File: src/hdl/kms_pkg.sv
// Shared types and constants of the key matrix change scanner.
`timescale 1ns / 1ps

package kms_pkg;

  localparam int ROW_W     = 8;
  localparam int COL_W     = 3;
  localparam int KEY_W     = 6;
  localparam int CNT_W     = 4;
  localparam int CFG_IDX_W = 1;
  localparam int QDEPTH    = 2;
  localparam int QPTR_W    = 1;
  localparam int QCNT_W    = 2;

  localparam logic [CFG_IDX_W-1:0] CFG_ROWS_IN_USE = 1'b0;
  localparam logic [CFG_IDX_W-1:0] CFG_COLS_IN_USE = 1'b1;

  localparam logic [CNT_W-1:0] CNT_RESET = 4'd8;

  typedef struct packed {
    logic [ROW_W-1:0] chg;
    logic [ROW_W-1:0] prs;
    logic [COL_W-1:0] col;
    logic [COL_W-1:0] next;
  } job_t;

endpackage

File: src/hdl/key_matrix_change_scanner.sv
// Keypad matrix scanner with per-key change events.
// Path: tick into the queue, then the request register, then the output registers.
// Throughput: one tick taken per cycle while the two-entry queue has room; the
// emitter gives one result per cycle unless stalled, max(1, changed keys) per tick.
// Reset: all keys released, column zero, both row and column counts eight,
// queue and output empty.
`timescale 1ns / 1ps

module key_matrix_change_scanner import kms_pkg::*; #(
  parameter int ROWS = 8,
  parameter int COLS = 8
) (
  input  logic                 clk,
  input  logic                 rst_n,
  input  logic                 in_push,
  output logic                 in_full,
  input  logic [ROW_W-1:0]     in_row_levels,
  output logic                 out_empty,
  input  logic                 out_pop,
  output logic [COL_W-1:0]     out_drive_column,
  output logic                 out_event_valid,
  output logic [KEY_W-1:0]     out_key_index,
  output logic                 out_key_pressed,
  output logic                 out_last,
  input  logic                 cfg_we,
  input  logic [CFG_IDX_W-1:0] cfg_index,
  input  logic [CNT_W-1:0]     cfg_data
);

  job_t fj;
  job_t qj;
  logic fj_push;
  logic q_full;
  logic q_empty;
  logic q_pop;

  assign in_full = q_full;

  kms_front #(
    .ROWS (ROWS),
    .COLS (COLS)
  ) u_front (
    .clk           (clk),
    .rst_n         (rst_n),
    .in_push       (in_push),
    .in_full       (q_full),
    .in_row_levels (in_row_levels),
    .cfg_we        (cfg_we),
    .cfg_index     (cfg_index),
    .cfg_data      (cfg_data),
    .job           (fj),
    .job_push      (fj_push)
  );

  kms_queue u_queue (
    .clk   (clk),
    .rst_n (rst_n),
    .push  (fj_push),
    .wdata (fj),
    .full  (q_full),
    .pop   (q_pop),
    .rdata (qj),
    .empty (q_empty)
  );

  kms_back #(
    .ROWS (ROWS),
    .COLS (COLS)
  ) u_back (
    .clk              (clk),
    .rst_n            (rst_n),
    .q_data           (qj),
    .q_empty          (q_empty),
    .q_pop            (q_pop),
    .out_empty        (out_empty),
    .out_pop          (out_pop),
    .out_drive_column (out_drive_column),
    .out_event_valid  (out_event_valid),
    .out_key_index    (out_key_index),
    .out_key_pressed  (out_key_pressed),
    .out_last         (out_last)
  );

endmodule

File: src/hdl/kms_front.sv
// Front end: register file, key state, column sequencing and change detection.
`timescale 1ns / 1ps

module kms_front import kms_pkg::*; #(
  parameter int ROWS = 8,
  parameter int COLS = 8
) (
  input  logic                 clk,
  input  logic                 rst_n,
  input  logic                 in_push,
  input  logic                 in_full,
  input  logic [ROW_W-1:0]     in_row_levels,
  input  logic                 cfg_we,
  input  logic [CFG_IDX_W-1:0] cfg_index,
  input  logic [CNT_W-1:0]     cfg_data,
  output job_t                 job,
  output logic                 job_push
);

  localparam int CIDX_W = (COLS > 1) ? $clog2(COLS) : 1;

  logic [CNT_W-1:0] rows_r;
  logic [CNT_W-1:0] cols_r;
  logic [COL_W-1:0] col_r;
  logic [ROWS-1:0]  ks_r [COLS];

  logic [CNT_W-1:0] nrows;
  logic [CNT_W-1:0] ncols;
  logic [COL_W-1:0] scan_col;
  logic [CNT_W-1:0] col_inc;
  logic [COL_W-1:0] next_col;
  logic [ROWS-1:0]  cur;
  logic [ROWS-1:0]  rmask;
  logic [ROWS-1:0]  now;
  logic [ROWS-1:0]  chg;

  always_comb begin
    nrows = (rows_r > CNT_W'(ROWS)) ? CNT_W'(ROWS) : rows_r;
    priority if (cols_r == '0) begin
      ncols = CNT_W'(1);
    end else if (cols_r > CNT_W'(COLS)) begin
      ncols = CNT_W'(COLS);
    end else begin
      ncols = cols_r;
    end
    scan_col = ({1'b0, col_r} >= ncols) ? '0 : col_r;
    col_inc  = {1'b0, scan_col} + CNT_W'(1);
    next_col = (col_inc >= ncols) ? '0 : col_inc[COL_W-1:0];
    cur      = ks_r[scan_col[CIDX_W-1:0]];
    for (int r = 0; r < ROWS; r++) begin
      rmask[r] = (CNT_W'(r) < nrows);
    end
    now = ~in_row_levels[ROWS-1:0];
    chg = rmask & (now ^ cur);
  end

  assign job_push = in_push & ~in_full;

  always_comb begin
    job.chg  = ROW_W'(chg);
    job.prs  = ROW_W'(now);
    job.col  = scan_col;
    job.next = next_col;
  end

  always_ff @(posedge clk) begin
    if (!rst_n) begin
      rows_r <= CNT_RESET;
      cols_r <= CNT_RESET;
    end else if (cfg_we) begin
      unique case (cfg_index)
        CFG_ROWS_IN_USE: rows_r <= cfg_data;
        CFG_COLS_IN_USE: cols_r <= cfg_data;
        default: ;
      endcase
    end
  end

  always_ff @(posedge clk) begin
    if (!rst_n) begin
      col_r <= '0;
      for (int c = 0; c < COLS; c++) begin
        ks_r[c] <= '0;
      end
    end else if (job_push) begin
      col_r <= next_col;
      ks_r[scan_col[CIDX_W-1:0]] <= cur ^ chg;
    end
  end

endmodule

File: src/hdl/kms_queue.sv
// Short request queue between the front end and the event emitter.
`timescale 1ns / 1ps

module kms_queue import kms_pkg::*; (
  input  logic clk,
  input  logic rst_n,
  input  logic push,
  input  job_t wdata,
  output logic full,
  input  logic pop,
  output job_t rdata,
  output logic empty
);

  job_t              mem [QDEPTH];
  logic [QPTR_W-1:0] wr_ptr_r;
  logic [QPTR_W-1:0] rd_ptr_r;
  logic [QCNT_W-1:0] cnt_r;
  logic              do_push;
  logic              do_pop;

  assign full    = (cnt_r == QCNT_W'(QDEPTH));
  assign empty   = (cnt_r == '0);
  assign do_push = push & ~full;
  assign do_pop  = pop & ~empty;
  assign rdata   = mem[rd_ptr_r];

  always_ff @(posedge clk) begin
    if (do_push) begin
      mem[wr_ptr_r] <= wdata;
    end
  end

  always_ff @(posedge clk) begin
    if (!rst_n) begin
      wr_ptr_r <= '0;
      rd_ptr_r <= '0;
      cnt_r    <= '0;
    end else begin
      if (do_push) begin
        wr_ptr_r <= wr_ptr_r + QPTR_W'(1);
      end
      if (do_pop) begin
        rd_ptr_r <= rd_ptr_r + QPTR_W'(1);
      end
      cnt_r <= cnt_r + QCNT_W'(do_push) - QCNT_W'(do_pop);
    end
  end

endmodule

File: src/hdl/kms_back.sv
// Back end: walks each request's change mask and emits one event per cycle while the output is not stalled.
`timescale 1ns / 1ps

module kms_back import kms_pkg::*; #(
  parameter int ROWS = 8,
  parameter int COLS = 8
) (
  input  logic             clk,
  input  logic             rst_n,
  input  job_t             q_data,
  input  logic             q_empty,
  output logic             q_pop,
  output logic             out_empty,
  input  logic             out_pop,
  output logic [COL_W-1:0] out_drive_column,
  output logic             out_event_valid,
  output logic [KEY_W-1:0] out_key_index,
  output logic             out_key_pressed,
  output logic             out_last
);

  job_t             job_r;
  logic             job_v_r;
  logic             out_v_r;
  logic [COL_W-1:0] col_r;
  logic             ev_r;
  logic [KEY_W-1:0] key_r;
  logic             prs_r;
  logic             last_r;

  logic             adv;
  logic             step;
  logic             fin;
  logic [2:0]       sel;
  logic [ROW_W-1:0] rem;
  logic             ev;
  logic [KEY_W-1:0] key;

  always_comb begin
    sel = '0;
    for (int i = ROWS - 1; i >= 0; i--) begin
      if (job_r.chg[i]) begin
        sel = 3'(i);
      end
    end
    adv   = ~out_v_r | out_pop;
    step  = job_v_r & adv;
    rem   = job_r.chg & ~(ROW_W'(1) << sel);
    fin   = step & (rem == '0);
    q_pop = ~q_empty & (~job_v_r | fin);
    ev    = |job_r.chg;
    key   = ev ? (KEY_W'(sel * COLS) + KEY_W'(job_r.col)) : '0;
  end

  always_ff @(posedge clk) begin
    if (!rst_n) begin
      job_v_r <= 1'b0;
      out_v_r <= 1'b0;
    end else begin
      if (q_pop) begin
        job_v_r <= 1'b1;
      end else if (fin) begin
        job_v_r <= 1'b0;
      end
      if (adv) begin
        out_v_r <= job_v_r;
      end
    end
  end

  always_ff @(posedge clk) begin
    if (q_pop) begin
      job_r <= q_data;
    end else if (step) begin
      job_r.chg <= rem;
    end
    if (step) begin
      col_r  <= job_r.next;
      ev_r   <= ev;
      key_r  <= key;
      prs_r  <= ev & job_r.prs[sel];
      last_r <= (rem == '0);
    end
  end

  assign out_empty        = ~out_v_r;
  assign out_drive_column = col_r;
  assign out_event_valid  = ev_r;
  assign out_key_index    = key_r;
  assign out_key_pressed  = prs_r;
  assign out_last         = last_r;

endmodule
File: config.mk
export PLATFORM = sky130hd
export DESIGN_NAME = key_matrix_change_scanner
export DESIGN_NICKNAME = d
export VERILOG_FILES = /design/src/hdl/kms_pkg.sv /design/src/hdl/key_matrix_change_scanner.sv /design/src/hdl/kms_front.sv /design/src/hdl/kms_queue.sv /design/src/hdl/kms_back.sv
export SDC_FILE = /design/constraint.sdc
export NUM_CORES = 1
export LEC_CHECK = 0
export ABC_CLOCK_PERIOD_IN_PS = 4400
export BUFFER_PORTS_ARGS = -buffer_cell sky130_fd_sc_hd__buf_2
export CAP_MARGIN = 5
export CELL_PAD_IN_SITES_DETAIL_PLACEMENT = 0
export CELL_PAD_IN_SITES_GLOBAL_PLACEMENT = 2
export CORE_MARGIN = 4
export CORE_UTILIZATION = 45
export CTS_BUF_LIST = sky130_fd_sc_hd__clkbuf_8
export CTS_CLUSTER_DIAMETER = 80
export DETAILED_ROUTE_END_ITERATION = 7
export PLACE_DENSITY = 0.91
export SLEW_MARGIN = 0
export SYNTH_ARGS = -nofsm -noshare
export SYNTH_HDL_FRONTEND = slang
export SYNTH_SLANG_ARGS = --single-unit
export TNS_END_PERCENT = 10
File: constraint.sdc
create_clock -name clk -period 4.4 [get_ports clk]
set_input_delay 0.22 -clock clk [delete_from_list [all_inputs] [get_ports clk]]
set_output_delay 0.22 -clock clk [all_outputs]
set_load 0.03 [all_outputs]
Word level (Yosys, flattened, before mapping)
Memories as Yosys holds them, arrays and structs flattened. A register that Yosys moved wholly into a read port is not among the register bits. Index checks and enable logic that the tools add are counted.

Add/sub/neg operators: 6. $lt $le $gt $ge: 13. Equality and inequality tests: 1. Shifts and indexed selects: 1. Mux-type cells: 30. Bitwise gates (word level): 20. Reductions and logical operators: 9.

Operators with widths (number): 3-bit two-way mux (11); 8-bit two-way mux (3); 8-bit bitwise AND (2); 3-bit by 4-bit less-than comparator with 1-bit output (first input constant) (4); 8-bit NOT (2); 8-bit OR reduction (2); 8-bit XOR (2); 1-bit two-way mux (12); 4-bit two-way mux (3); 4-bit > comparator (second input constant) (2); 8-bit zero test (1); 1-bit by 4-bit less-than comparator with 1-bit output (first input constant) (2); 2-bit by 4-bit less-than comparator with 1-bit output (first input constant) (2); 1-bit by 3-bit << shifter with 8-bit output (first input constant) (1); 1-bit bitwise AND (7); 6-bit by 3-bit adder with 6-bit output (1); 1-bit NOT (5); 3-bit by 1-bit adder with 4-bit output (second input constant) (1); 3-bit by 4-bit greater-or-equal comparator with 1-bit output (1); 4-bit greater-or-equal comparator (1); 4-bit zero test (1); 3-bit by 4-bit less-than comparator with 1-bit output (second input constant) (1); 2-bit AND reduction (2); 2-bit nonzero test (2); other kinds (7) (9).

Register bits: 51. Memory bits (writable): 108. Input port bits: 18. Output and inout bits: 14. Word-level logic and storage cells: 99. Memories: 2.

Memory list: u_front.ks_r (words 8, bits a word 8, read ports 1, clocked after Yosys merged registers in 0, write ports 8, RTL line kms_front.sv:25) `logic [ROWS-1:0] ks_r [COLS];`; u_queue.mem (words 2, bits a word 22, read ports 1, clocked after Yosys merged registers in 1, write ports 1, RTL line kms_queue.sv:15) `job_t mem [QDEPTH];`.

Depth between registers and ports, before layout
Depth in word-level cells: 18. Mapped depth: 16. Gate-level depth less buffers: 15.

By module
From an unflattened synthesis, not the netlist that was laid out.

Cells, all modules: 628. Area, all modules: 7823.8 um^2.

By module, submodules not included: kms_front (instances 1, cells each 420, area an instance 4352.9 um^2, sequential area each 2142.1 um^2); kms_queue (instances 1, cells each 95, area an instance 1901.8 um^2, sequential area each 1421.4 um^2); kms_back (instances 1, cells each 113, area an instance 1569.0 um^2, sequential area each 1061.0 um^2).

Worst setup path after synthesis
OpenSTA, ideal clock, no wires.

Kind: flip-flop to flip-flop. Start: register u_front.col_r[0]. End: register u_front.col_r[0]. Library setup time: 70 ps. Arrival time: 3146 ps. Data required time: 4330 ps. Setup slack: 1184 ps. Stages on the path, launching flop included: 16. Path buffers: 2. Clock period less this slack: 3216 ps. Cells stage by stage: dfxtp_1 buf_2 inv_1 ha_1 nand2b_4 a211oi_4 nor2_1 nor2b_1 buf_2 ha_1 ha_1 a21o_1 a21o_1 a21oi_1 and2_1 o2bb2ai_1.

RTL lines: start, declared (RTL line kms_front.sv:24) `logic [COL_W-1:0] col_r;`; start signal, assigned (RTL line kms_front.sv:86) `col_r <= next_col;`.

==> impl_metrics.csv <==
group,metric,value,unit
global_routing,grt_pass1_vias,4670,
global_routing,antenna_found_initial,0,
placement,hpwl,10.97,mm
layout,antennaDiodeCount,0,
detailed_routing,drtIter0Drc,363,
clock_tree,cts_buffers,17,
detailed_routing,met2_length,7.673,mm
pwr,seq_power_share,0.500,
clock_tree,cts_tree,"built",
global_routing,track_usage,0.1779,
detailed_routing,vias,4666,
worst_setup_path,path_buf_inv,2,
layout,finalInstanceArea,8195,um2
detailed_routing,viasPerCell,5.515,
global_routing,grt_overflow,0,
sta,hold_viol,0,
run,maxCapViolCount,0,
detailed_routing,ant_nets,0,
worst_setup_path,cp-start-kind,"flip-flop",
placement,portBuffers,31,
synthesis,syn_area_per_cell,12.69,um2
pwr,p_int,0.003026,W
hold_path,hold_depth,3,
worst_setup_path,required,4770,ps
global_routing,grt_pass1_wl,24.93,mm
synthesis,synthTopCellsByArea,"edfxtp_1 58%, dfxtp_1 4.9%, nor2_1 3.5%",
floorplanning,dieArea,18530,um2
pwr,clock_power_share,0.253,
worst_setup_path,regToRegSetupSlack,500,ps
clock_tree,clock-root-buffer,"clkbuf_8",
sta,period_needed,3902,ps
worst_setup_path,crit_arrival,4280,ps
pwr,power_density,539.9,nW/um2
sta,relSlewSlack,0.2820,
hold_path,worstHoldEndpoint,"u_front.rows_r[2]",
layout,layout_common_cells,"142 x edfxtp_1, 69 x nor2_1, 41 x nand2_1",
layout,area_growth_syn_to_layout,10.94,%
worst_setup_path,cp_top_family,"adder cells",
worst_setup_path,worstPathCellList,"ha_1 -> a211oi_4 -> buf_4 -> o21ai_4 -> clkinv_1 -> ha_1 -> xnor2_1 -> ha_1 -> a21o_1 -> a21oi_1 -> and2_1 -> o2bb2ai_1",
hold_path,hp-start,"cfg_data[2]",
sta,clock_skew,14.09,ps
synthesis,yosysTopAreaCell,"edfxtp_1",
sta,final-max-slew-violation-count,0,
worst_setup_path,cp_slowest_stage_delay,790,ps
worst_setup_path,r2r-end,"u_front.col_r[1]",
pwr,p_leak,2.961,nW
synthesis,yosys_warnings,0,
floorplanning,chipWidth,136.1,um
clock_tree,clkSinkCount,160,
sta,tns,0,ps
sta,rsz0062_at_grt,"false",
detailed_routing,highest_layer,"met4",
synthesis,synth-async-reset-ratio,0,
sta,period_share,0.8869,
worst_setup_path,slowest_stage,"dfxtp_1",
worst_setup_path,end_kind,"flip-flop",
floorplanning,initial_core_util,0.4617,
clock_tree,clk_path_buf_depth,2,
synthesis,synth_seq_cells,160,
detailed_routing,drc_errors,0,
synthesis,synth_ff_type,"edfxtp_1",
layout,layout-drive-gt1-share,0.1825,
pwr,max-vdd-ir-drop,0.2827,mV
sta,setup_viol,0,
clock_tree,post-cts-setup-buffers,0,
layout,nNetsFinal,645,
pwr,combPwrFrac,0.246,
synthesis,synth_top_area_frac,0.5772,
hold_path,hold_class,"in2reg",
detailed_routing,wl_per_cell,18.12,um
synthesis,synth_nets,610,
synthesis,synth.distinct_cells,60,
worst_setup_path,path_common_cell,"ha_1",
worst_setup_path,reg2reg_depth,12,
floorplanning,io_pins,32,
detailed_routing,m1WireLength,6.537,mm
clock_tree,path_clk_slew,90,ps
outcome,status,"completed",
clock_tree,cts_hold_buf,1,
sta,tightestPinTransition,1076,ps
placement,postPlaceCellArea,7771,um2
detailed_routing,first_pass_iters,5,
pwr,switchingPower,0.001398,W
synthesis,synth_enable_flop_cells,142,
floorplanning,dieHeight,136.1,um
detailed_routing,wirelength,15.33,mm
global_routing,grt_start_max_net_pins,29,
sta,max_freq,256.3,MHz
worst_setup_path,path_class,"reg2reg",
synthesis,synthesis.area,7387,um2
pwr,power_switching_share,0.3161,
synthesis,seq_area_frac_synth,0.6260,
clock_tree,h-tree-depth,4,
synthesis,synth_cells,582,
layout,utilization,0.5122,
layout,final_common_cell,"edfxtp_1",
floorplanning,fp.coreArea,16000,um2
worst_setup_path,critPathMaxFanout,18,
worst_setup_path,r2r-start,"u_front.col_r[1]",
placement,gp_congestion,0.8470,
floorplanning,num_rows,46,
detailed_routing,wl_met3,754,um
clock_tree,cts_resized,0,
clock_tree,clock_latency,460,ps
==> worst min-delay path, cell delays in order <==
cell and delay (ps):
buf_2 90, mux2i_1 60, nor2b_1 100
==> final cells by class <==
cell class	count	area, um2
Fill cell	1416	7805
Multi-Input combinational cell	363	2534
Timing Repair Buffer	39	217.7
Sequential cell	160	4624
Clock inverter	14	166.4
Tap cell	216	270.3
Clock buffer	18	247.7
Inverter	36	135.1
==> kinds of logic after synthesis <==
| group | count (synthesis) | synth area share |
|---|---|---|
| multiplexers | 46 | 0.08028 |
| adder cells (fa/ha/maj) | 10 | 0.01694 |
| buffers and inverters | 59 | 0.03100 |
| flip-flops | 160 | 0.6260 |
| AO/OA/AOI/OAI | 95 | 0.1021 |
| XOR/XNOR | 6 | 0.007114 |
| AND/OR/NAND/NOR | 206 | 0.1365 |
==> worst max path at each step <==
stage	cells past startpoint	slack [ps]	endpoint	start
floorplan	15	1180	u_front.col_r[0]	u_front.col_r[0]
global placement	12	850	u_front.col_r[1]	u_front.col_r[1]
detailed placement	12	630	u_front.col_r[1]	u_front.col_r[1]
CTS	12	600	u_front.col_r[1]	u_front.col_r[1]
global route	12	300	u_front.col_r[1]	u_front.col_r[1]
finish	12	500	u_front.col_r[1]	u_front.col_r[1]
==> flip-flops by register name, indices dropped and copies added (netlist names), 2 cells and up, named ones only <==
register,cells
u_queue.cnt_r,2
u_queue.mem,44
u_front.rows_r,4
u_back.out_drive_column,3
u_front.ks_r,64
u_front.col_r,3
u_back.job_r,22
u_back.out_key_index,6
u_front.cols_r,4
==> power groups by stage <==
| stage | Clock, W | Combinational (W) | Sequential, W |
|---|---|---|---|
| after CTS | 0.00114 | 0.00110 | 0.00222 |
| after global routing | 0.00122 | 0.00121 | 0.00225 |
| after detailed placement | 0 | 0.00109 | 0.00225 |
| after floorplan | 0 | 0.000835 | 0.00221 |
| final | 0.00112 | 0.00109 | 0.00221 |
| after global placement | 0 | 0.00107 | 0.00224 |
==> synth_stat cells (8+ instances only) <==
library cell and count:
edfxtp_1 142, nand2_1 41, mux4_2 8, clkbuf_1 14
nor2b_1 8, o21ai_0 13, dfxtp_1 18, mux2_2 18
nand3_1 18, nor3_1 19, nor2_1 69, inv_1 35
o211ai_1 15, mux2i_1 18, ha_1 10, and2_1 17
nor3b_1 10, a21oi_1 11
==> stage by stage <==
stage               std cells  setup WS [ps]  total power, W  hold slack (ps)
finish                    846          497.7        0.004425            48.51
global route              846          303.1        0.004681            10.48
CTS                       846          596.2        0.004455            23.45
detailed placement        813          632.3        0.003345            405.6
global placement          813          849.2        0.003309            403.2
floorplan                 582           1184        0.003042            348.5
==> layer usage <==
| layer | vias up | track usage |
|---|---|---|
| li1 | 2234 | - |
| met1 | 2277 | 0.2201 |
| met2 | 129 | 0.2986 |
| met3 | 26 | 0.04922 |
| met4 | 0 | 0.06607 |
| met5 | - | 0 |
Note: power is estimated with default switching activity, not from simulation.
